File: src/hdl/larprng_pkg.sv
// shared constants and helper functions for the lagged add-rotate generator
`default_nettype none
package larprng_pkg;

   // word and store geometry
   localparam int unsigned WordW    = 64;
   localparam int unsigned NumWords = 20;
   localparam int unsigned AddrW    = $clog2(NumWords);
   localparam int unsigned IdxW     = 4;

   // action codes carried on the request tuser
   localparam logic [1:0] ACT_REINIT = 2'd0;
   localparam logic [1:0] ACT_SEED   = 2'd1;
   localparam logic [1:0] ACT_GEN    = 2'd2;

   // seed used by reinit
   localparam logic [WordW-1:0] DEFAULT_SEED = 64'h0000_0000_8765_4321;

   // sequencer slots: three loads, twenty chain steps, a bubble, three output reads
   localparam int unsigned CntW = 5;
   localparam logic [CntW-1:0] CNT_LOAD_LAST = 5'd2;
   localparam logic [CntW-1:0] CNT_WRAP      = 5'd20;
   localparam logic [CntW-1:0] CNT_IDX_TAP   = 5'd19;
   localparam logic [CntW-1:0] CNT_SEED_LAST = 5'd22;
   localparam logic [CntW-1:0] CNT_BUBBLE    = 5'd23;
   localparam logic [CntW-1:0] CNT_OUT0      = 5'd24;
   localparam logic [CntW-1:0] CNT_OUT1      = 5'd25;
   localparam logic [CntW-1:0] CNT_OUT2      = 5'd26;

   // rotate left by a constant amount
   function automatic logic [WordW-1:0] rol64(input logic [WordW-1:0] v,
                                              input int unsigned n);
      rol64 = (v << n) | (v >> (WordW - n));
   endfunction

   // xorshift applied to the third word in xorshift mode
   function automatic logic [WordW-1:0] xsh64(input logic [WordW-1:0] v);
      logic [WordW-1:0] t;
      t = v ^ (v >> 15);
      t = t ^ (t << 13);
      t = t ^ (t >> 28);
      xsh64 = t;
   endfunction

endpackage
`default_nettype wire

File: src/hdl/lagged_add_rotate_prng.sv
// Lagged add-rotate generator over twenty 64-bit words held in one on-chip RAM.
// Requests arrive as beats on req_*: req_tuser selects reinit, add seed or
// generate, req_tdata carries the seed value. Only generate returns a beat on
// rsp_*, holding the 64-bit random value in rsp_tdata. csr_wr_en writes the
// one-bit xorshift mode from csr_wr_data; the user must do so only while the
// block is idle, as the block itself does not enforce it. Each reinit, add
// seed or generate request walks the 27-slot sequencer through the word RAM
// (one read per cycle while it advances, data from a registered read): three
// reads of words 0..2 that add the seed, twenty chained add-xor-rotate steps,
// and for generate a bubble plus three reads of the output words. For generate,
// req_tready returns in the same cycle that rsp_tvalid rises. The chain carries
// x[k-1] into x[k], so the steps run one per cycle through the RAM port.
// The result sits in an output register; a stalled receiver only holds the
// next generate in its bubble slot until that register is free.
// Reset clears the valid bits of all words (so every word reads as zero),
// the mode register and all control; there is no clearing pass.
`default_nettype none
module lagged_add_rotate_prng (
   input  wire logic                          clock,
   input  wire logic                          reset,
   // request channel
   input  wire logic                          req_tvalid,
   output logic                               req_tready,
   input  wire logic [larprng_pkg::WordW-1:0] req_tdata,  // [63:0] seed_value
   input  wire logic [1:0]                    req_tuser,  // [1:0] action
   // result channel
   output logic                               rsp_tvalid,
   input  wire logic                          rsp_tready,
   output logic [larprng_pkg::WordW-1:0]      rsp_tdata,  // [63:0] random_value
   // configuration
   input  wire logic                          csr_wr_en,
   input  wire logic                          csr_wr_data
);
   import larprng_pkg::*;

   // control state
   logic                 run_ff, run_in;
   logic                 pend_ff;
   logic                 gen_ff;
   logic [CntW-1:0]      cnt_ff, cnt_in;
   logic [CntW-1:0]      pcnt_ff;
   logic                 mode_ff;
   logic [NumWords-1:0]  valid_ff;
   logic                 rvld_ff;
   logic                 rsp_valid_ff;

   // payload state
   logic [WordW-1:0]     seed_ff;
   logic [WordW-1:0]     b1_ff, b2_ff, b3_ff;
   logic [WordW-1:0]     t0_ff, t1_ff;
   logic [WordW-1:0]     rsp_data_ff;
   logic [IdxW-1:0]      idx_ff;
   logic [AddrW-1:0]     waddr_ff;
   logic [WordW-1:0]     mem_q_ff;
   logic [WordW-1:0]     mem [NumWords];

   // combinational signals
   logic                 req_acc;
   logic                 advance;
   logic                 rd_en;
   logic [AddrW-1:0]     raddr;
   logic                 wr_en;
   logic                 is_load;
   logic                 is_step;
   logic [WordW-1:0]     rd_word;
   logic [WordW-1:0]     addend;
   logic [WordW-1:0]     sum;
   logic [WordW-1:0]     val;
   logic [WordW-1:0]     third;
   logic [CntW-1:0]      last_cnt;
   logic [CntW-1:0]      out_ofs;

   assign req_acc    = req_tvalid && req_tready;
   assign req_tready = !run_ff && !pend_ff;
   assign rsp_tvalid = rsp_valid_ff;
   assign rsp_tdata  = rsp_data_ff;

   // sequencer advance, held in the bubble while the result register is full and not being taken
   assign advance  = run_ff && !(cnt_ff == CNT_BUBBLE && rsp_valid_ff && !rsp_tready);
   assign last_cnt = gen_ff ? CNT_OUT2 : CNT_SEED_LAST;
   assign out_ofs  = cnt_ff - CNT_OUT0;

   // read address per slot
   always_comb begin
      rd_en = advance;
      raddr = '0;
      case (cnt_ff) inside
         [5'd0:5'd19]: begin
            raddr = cnt_ff[AddrW-1:0];
         end
         [CNT_WRAP:CNT_SEED_LAST]: begin
            raddr = AddrW'(cnt_ff - CNT_WRAP);
         end
         [CNT_OUT0:CNT_OUT2]: begin
            raddr = AddrW'({1'b0, idx_ff} + out_ofs);
         end
         default: begin
            rd_en = 1'b0;
         end
      endcase
   end

   // returning read data, zero for words not written since reset or reinit
   assign rd_word = rvld_ff ? mem_q_ff : '0;

   // slot kind of the returning data
   assign is_load = pend_ff && (pcnt_ff <= CNT_LOAD_LAST);
   assign is_step = pend_ff && (pcnt_ff > CNT_LOAD_LAST) && (pcnt_ff <= CNT_SEED_LAST);
   assign wr_en   = is_load || is_step;

   // seed addend for the three loads
   always_comb begin
      case (pcnt_ff)
         5'd0:    addend = rol64(seed_ff, 1);
         5'd1:    addend = rol64(seed_ff, 21);
         5'd2:    addend = rol64(seed_ff, 42);
         default: addend = '0;
      endcase
   end

   // one add and xor per slot: seeding or one chain step
   assign sum   = rd_word + (is_step ? b3_ff : addend);
   assign val   = sum ^ (is_step ? rol64(b1_ff, 1) : '0);
   assign third = mode_ff ? xsh64(rd_word) : rol64(rd_word, 42);

   // next sequencer count and run flag
   always_comb begin
      cnt_in = cnt_ff;
      run_in = run_ff;
      if (req_acc) begin
         cnt_in = '0;
         run_in = (req_tuser == ACT_REINIT) || (req_tuser == ACT_SEED)
                  || (req_tuser == ACT_GEN);
      end else if (advance) begin
         if (cnt_ff == last_cnt) begin
            run_in = 1'b0;
         end else begin
            cnt_in = cnt_ff + 1'b1;
         end
      end
   end

   // control registers
   always_ff @(posedge clock) begin
      if (reset) begin
         run_ff       <= 1'b0;
         pend_ff      <= 1'b0;
         gen_ff       <= 1'b0;
         cnt_ff       <= '0;
         pcnt_ff      <= '0;
         mode_ff      <= 1'b0;
         valid_ff     <= '0;
         rvld_ff      <= 1'b0;
         rsp_valid_ff <= 1'b0;
      end else begin
         run_ff  <= run_in;
         cnt_ff  <= cnt_in;
         pend_ff <= advance;
         pcnt_ff <= cnt_ff;
         if (csr_wr_en) begin
            mode_ff <= csr_wr_data;
         end
         if (req_acc) begin
            gen_ff <= (req_tuser == ACT_GEN);
         end
         if (rd_en) begin
            rvld_ff <= valid_ff[raddr];
         end
         if (req_acc && req_tuser == ACT_REINIT) begin
            valid_ff <= '0;
         end else if (wr_en) begin
            valid_ff[waddr_ff] <= 1'b1;
         end
         if (pend_ff && pcnt_ff == CNT_OUT2) begin
            rsp_valid_ff <= 1'b1;
         end else if (rsp_tready) begin
            rsp_valid_ff <= 1'b0;
         end
      end
   end

   // datapath registers
   always_ff @(posedge clock) begin
      if (req_acc) begin
         case (req_tuser)
            ACT_REINIT: seed_ff <= DEFAULT_SEED;
            ACT_SEED:   seed_ff <= req_tdata;
            default:    seed_ff <= '0;
         endcase
      end
      if (rd_en) begin
         waddr_ff <= raddr;
      end
      if (wr_en) begin
         b3_ff <= b2_ff;
         b2_ff <= b1_ff;
         b1_ff <= val;
      end
      if (is_step && pcnt_ff == CNT_IDX_TAP) begin
         idx_ff <= val[IdxW-1:0];
      end
      if (pend_ff && pcnt_ff == CNT_OUT0) begin
         t0_ff <= rol64(rd_word, 1);
      end
      if (pend_ff && pcnt_ff == CNT_OUT1) begin
         t1_ff <= rol64(rd_word, 21);
      end
      if (pend_ff && pcnt_ff == CNT_OUT2) begin
         rsp_data_ff <= (t0_ff + t1_ff) ^ third;
      end
   end

   // word RAM, one write and one registered read per cycle
   always_ff @(posedge clock) begin
      if (wr_en) begin
         mem[waddr_ff] <= val;
      end
      if (rd_en) begin
         mem_q_ff <= mem[raddr];
      end
   end

   // the RAM is never read and written at the same word in one cycle
   assert property (@(posedge clock) disable iff (reset)
      (wr_en && rd_en) |-> (waddr_ff != raddr))
      else $error("read and write collide on one word");

   // a result lands only in an empty or draining result register
   assert property (@(posedge clock) disable iff (reset)
      (pend_ff && pcnt_ff == CNT_OUT2) |-> (!rsp_valid_ff || rsp_tready))
      else $error("result overwrites an untaken beat");

   // a result beat appears only after the last output read of a generate
   assert property (@(posedge clock) disable iff (reset)
      $rose(rsp_valid_ff) |-> $past(pend_ff && gen_ff && pcnt_ff == CNT_OUT2))
      else $error("result beat without a generate");

   // the sequencer stays within its slots
   assert property (@(posedge clock) disable iff (reset)
      run_ff |-> (cnt_ff <= CNT_OUT2))
      else $error("sequencer count out of range");

endmodule
`default_nettype wire

File: config.mk
export PLATFORM = sky130hd
export DESIGN_NAME = lagged_add_rotate_prng
export DESIGN_NICKNAME = d
export VERILOG_FILES = /design/src/hdl/larprng_pkg.sv /design/src/hdl/lagged_add_rotate_prng.sv
export SDC_FILE = /design/constraint.sdc
export NUM_CORES = 2
export LEC_CHECK = 0
export BUFFER_PORTS_ARGS = -buffer_cell sky130_fd_sc_hd__buf_2
export CORE_AREA = 2 2 374 376
export CTS_BUF_LIST = sky130_fd_sc_hd__clkbuf_4 sky130_fd_sc_hd__clkbuf_8
export CTS_CLUSTER_DIAMETER = 60
export DETAILED_ROUTE_END_ITERATION = 8
export DIE_AREA = 0 0 376 378
export PLACE_DENSITY = 0.8
export SETUP_SLACK_MARGIN = 0.1
export SYNTH_ARGS = -nofsm -noshare
export SYNTH_HDL_FRONTEND = slang
export SYNTH_SLANG_ARGS = --single-unit
File: constraint.sdc
create_clock -name clock -period 16.2 [get_ports clock]
set_clock_uncertainty 0.15 [all_clocks]
set_input_delay 1.62 -clock clock [delete_from_list [all_inputs] [get_ports clock]]
set_output_delay 1.62 -clock clock [all_outputs]
set_load 0.05 [all_outputs]
==> results.txt <==
Buffers placed on the I/O ports in this run total 137. Summed over all layers, the global routing overflow is 0. The area growth from synthesis to layout is 10.7%. The vias per cell came out at 6.41.

During synthesis, Yosys emitted a total of 0 warnings. The post-CTS resize count came out at 0. The violation count after the first detailed-routing iteration came out at 8768. Entering global routing, the biggest net connects 201 pins. The cell row count came out at 137. The net count of the mapped netlist came out at 6821. The global routing usage summed across all routing layers is 34.7%. The iteration count of the initial detailed-routing pass came out at 9. After legalization and detailed placement, the total HPWL measured 158 mm. The worst hold slack after final layout is 0.247 ns.

Power comes to 0.0105 W. The signal arrival time at the worst endpoint came out at 8.23 ns. The synthesized design contains 1801 enable-type register cells.

The core region is 139000 um^2. The hold violation count in the final report came out at 0. The global placer's final weighted congestion came out at 1.02.

The height of the die is 378 um. The number of synthesized register bits is 1837. The worst setup path is of the flip-flop to flip-flop kind. The final number of setup-violating endpoints is 0. The fraction of final layout cells with drive strength greater than 1 is 11.8%.

In the layout the commonest cells are sky130_fd_sc_hd__edfxtp_1, sky130_fd_sc_hd__nand2_1, sky130_fd_sc_hd__a21oi_1. After clock tree synthesis, the flow added hold-fix buffers numbering 0. The commonest register cell after synthesis is sky130_fd_sc_hd__edfxtp_1. In this run the worst hold path is classified as flip-flop to flip-flop. The synthesized instance count came out at 6603.

The detailed-route wire length is 250 mm. The flow ran to the end, and the final reports show no timing, DRC or antenna violations. The number of vias after detailed routing came out at 56600. The sequential element share of the synthesized area came out at 67.8%. The worst path in the final design needs a cycle of 7.75 ns, including I/O delays and setup. The distinct cell type count of the synthesized netlist came out at 74. Across all setup checks in the final design, the least slack found is 8.45 ns. Measured on the finished design, the core utilization comes to 64.6%. The fraction of the cycle the final worst path needs is 47.9%.

A synthesized cell averages 12.2 um^2. Buffers added to address setup during post-CTS repair amount to 0. The initial core utilization came out at 58.3%. The area of the mapped netlist came out at 80800 um^2. The detailed-route wire length per cell is 28.3 um.

STA classifies the critical path endpoint as a flip-flop. The number of clock sinks seen by CTS is 1837. The number of primary I/O pins came out at 138. The static leakage power is 31.4 nW. In the final timing run, aggregate negative setup slack is 0 ns.

The DRC violation count after routing is 0. The count of antenna-violating nets left after detailed routing is 0. Across the VDD grid, the largest voltage drop is 0.0837 mV. Clock latency on the worst-skew pair, taken at its later pin, is 1.05 ns. The first global-routing pass estimated 356 mm of wire. The die width is 376 um. Along the worst path, the maximum fanout reaches 87.

The clock transition at the registers of the reported paths is 0.07 ns. The tree is rooted in a sky130_fd_sc_hd__clkbuf_8. The TritonCTS buffer count came out at 305. The maximum operating frequency is 129 MHz. Counting along the longest clock path gives a buffer depth of 4. The clock tree from TritonCTS is built. The total of fill cells in the finished design came out at 9949. CTS built an H-tree with a depth of 5.

The tool flagged a number of max-cap violations equal to 0. STA puts the critical path data required time at 16.68 ns. The layout net count is 7027. The worst setup slack after placement came out at 8.77 ns. The normalized max-slew margin is 6.07%.

Dividing total power by cell area gives a power density of 117 nW/um^2. The overall die area came out at 142000 um^2. The most common library cell in the layout ignoring fill and taps is sky130_fd_sc_hd__edfxtp_1.

The share of synthesized flip-flops with an asynchronous set or reset is 0%. The number of antenna violations at the first check in global routing came to 31. Setup repair after global routing left no endpoint under its margin. The kind of start point of the critical path is a flip-flop. The number of global-route vias before repair is 53700. The pin slew with the least headroom to its limit came out at 1.41 ns. The count of final max-slew check failures is 0.
flip-flops by register name, indices dropped and copies added, names as in the netlist, 4 cells and up:
| register | cells |
|---|---|
| valid_ff | 20 |
| b1_ff | 64 |
| idx_ff | 4 |
| t0_ff | 64 |
| rsp_tdata | 64 |
| b3_ff | 64 |
| mem | 1280 |
| b2_ff | 64 |
| seed_ff | 64 |
| cnt_ff | 5 |
| pcnt_ff | 5 |
| mem_q_ff | 64 |
| t1_ff | 64 |
| waddr_ff | 5 |
worst max-delay path, stage by stage, from the launching register on:
cell and delay, ns:
sky130_fd_sc_hd__dfxtp_4 0.43, sky130_fd_sc_hd__buf_4 0.37, sky130_fd_sc_hd__a31o_2 0.32, sky130_fd_sc_hd__a21boi_4 0.35, sky130_fd_sc_hd__a21boi_4 0.23, sky130_fd_sc_hd__buf_4 0.51, sky130_fd_sc_hd__buf_4 0.83, sky130_fd_sc_hd__a22o_1 0.27
sky130_fd_sc_hd__ha_1 0.24, sky130_fd_sc_hd__nand2_1 0.10, sky130_fd_sc_hd__o21ai_0 0.32, sky130_fd_sc_hd__o21ai_0 0.17, sky130_fd_sc_hd__a2111oi_0 0.49, sky130_fd_sc_hd__o31ai_1 0.23, sky130_fd_sc_hd__o31ai_2 0.51, sky130_fd_sc_hd__a211oi_1 0.31
sky130_fd_sc_hd__a211o_1 0.38, sky130_fd_sc_hd__and3_1 0.16, sky130_fd_sc_hd__a211oi_2 0.96
path summary, 6_finish.rpt:
kind	cells after the start	startpoint	slack, ns	to
setup / recovery	18	pcnt_ff[0]	8.45	b1_ff[61]
hold / removal	0	b2_ff[24]	0.25	b3_ff[24]
setup reg to reg	18	pcnt_ff[0]	8.45	b1_ff[61]
hold reg to reg	0	b2_ff[24]	0.25	b3_ff[24]
per-stage QoR:
stage / instance area [um^2] / cells
finish: 89400 / 8834
global route: 89400 / 8826
CTS: 89400 / 8813
detailed placement: 83800 / 8308
global placement: 83800 / 8308
floorplan: 80800 / 6603
where the power goes:
part           leakage, nW  internal [W]  switching [W]
sequential            16.8       0.00547      0.0000771
clock                 2.99       0.00209        0.00179
combinational         11.7      0.000285       0.000751
routing by layer:
layer | global-route usage (%) | share of wire, %
met1 | 45.8 | 36
met2 | 53.3 | 45
met4 | 21.1 | 6.7
met5 | 0 | 0.028
met3 | 7.50 | 12
cell type report:
type | instances | area, um^2 | area share (%)
Sequential cell | 1837 | 54800 | 61.3
Clock inverter | 101 | 632 | 0.706
Clock buffer | 404 | 5000 | 5.59
Antenna cell | 20 | 50.0 | 0.0560
Tap cell | 1807 | 2260 | 2.53
Timing Repair Buffer | 275 | 1770 | 1.98
Multi-Input combinational cell | 4333 | 24700 | 27.6
Inverter | 57 | 223 | 0.249
synthesized netlist by cell type (5+ instances only):
master / instances / area share, %
sky130_fd_sc_hd__nand3b_1: 32 / 0.30
sky130_fd_sc_hd__or2_2: 8 / 0.062
sky130_fd_sc_hd__buf_2: 31 / 0.19
sky130_fd_sc_hd__o31ai_1: 8 / 0.074
sky130_fd_sc_hd__ha_1: 143 / 2.2
sky130_fd_sc_hd__o21ai_0: 163 / 1.0
sky130_fd_sc_hd__a21boi_0: 8 / 0.074
sky130_fd_sc_hd__o22ai_1: 6 / 0.046
sky130_fd_sc_hd__and4_1: 5 / 0.054
sky130_fd_sc_hd__edfxtp_1: 1801 / 67
sky130_fd_sc_hd__dfxtp_1: 36 / 0.89
sky130_fd_sc_hd__nand2_1: 1579 / 7.3
sky130_fd_sc_hd__a22o_1: 49 / 0.53
sky130_fd_sc_hd__nand3_1: 172 / 1.1
sky130_fd_sc_hd__mux2i_1: 36 / 0.45
sky130_fd_sc_hd__a31oi_1: 77 / 0.60
sky130_fd_sc_hd__xnor2_1: 322 / 3.5
sky130_fd_sc_hd__o21a_1: 32 / 0.30
sky130_fd_sc_hd__buf_1: 33 / 0.15
sky130_fd_sc_hd__o21bai_1: 32 / 0.30
sky130_fd_sc_hd__or3_1: 8 / 0.062
sky130_fd_sc_hd__nand2b_1: 22 / 0.17
sky130_fd_sc_hd__a21o_1: 93 / 0.86
sky130_fd_sc_hd__clkbuf_1: 309 / 1.4
sky130_fd_sc_hd__a311oi_1: 6 / 0.065
sky130_fd_sc_hd__nand4_1: 43 / 0.33
sky130_fd_sc_hd__a211oi_1: 24 / 0.22
sky130_fd_sc_hd__nor2b_1: 53 / 0.41
sky130_fd_sc_hd__or4_1: 5 / 0.046
sky130_fd_sc_hd__nor2_1: 122 / 0.57
sky130_fd_sc_hd__and2_1: 127 / 0.98
sky130_fd_sc_hd__a2111oi_0: 5 / 0.054
sky130_fd_sc_hd__o211ai_1: 32 / 0.30
sky130_fd_sc_hd__mux2_2: 26 / 0.36
sky130_fd_sc_hd__nor3_1: 20 / 0.12
sky130_fd_sc_hd__and3_1: 23 / 0.18
sky130_fd_sc_hd__a211o_1: 7 / 0.076
sky130_fd_sc_hd__inv_1: 55 / 0.26
sky130_fd_sc_hd__nor3b_1: 6 / 0.056
sky130_fd_sc_hd__xor2_1: 76 / 0.82
sky130_fd_sc_hd__a21oi_1: 773 / 4.8
sky130_fd_sc_hd__nor4_1: 131 / 1.0
cell families (layout without fill, tap and decap cells):
| logic type | Yosys count | in the layout | share of synthesized area, % |
|---|---|---|---|
| AND/OR/NAND/NOR | 2359 | 2359 | 12.8 |
| flip-flops | 1837 | 1837 | 67.8 |
| AO/OA/AOI/OAI | 1368 | 1368 | 9.90 |
| buffers and inverters | 433 | 837 | 2.08 |
| XOR/XNOR | 398 | 398 | 4.31 |
| adder cells (fa/ha/maj) | 146 | 146 | 2.29 |
| multiplexers | 62 | 62 | 0.808 |
| other | 0 | 20 | 0 |
Power figures use the tool's default switching activity.
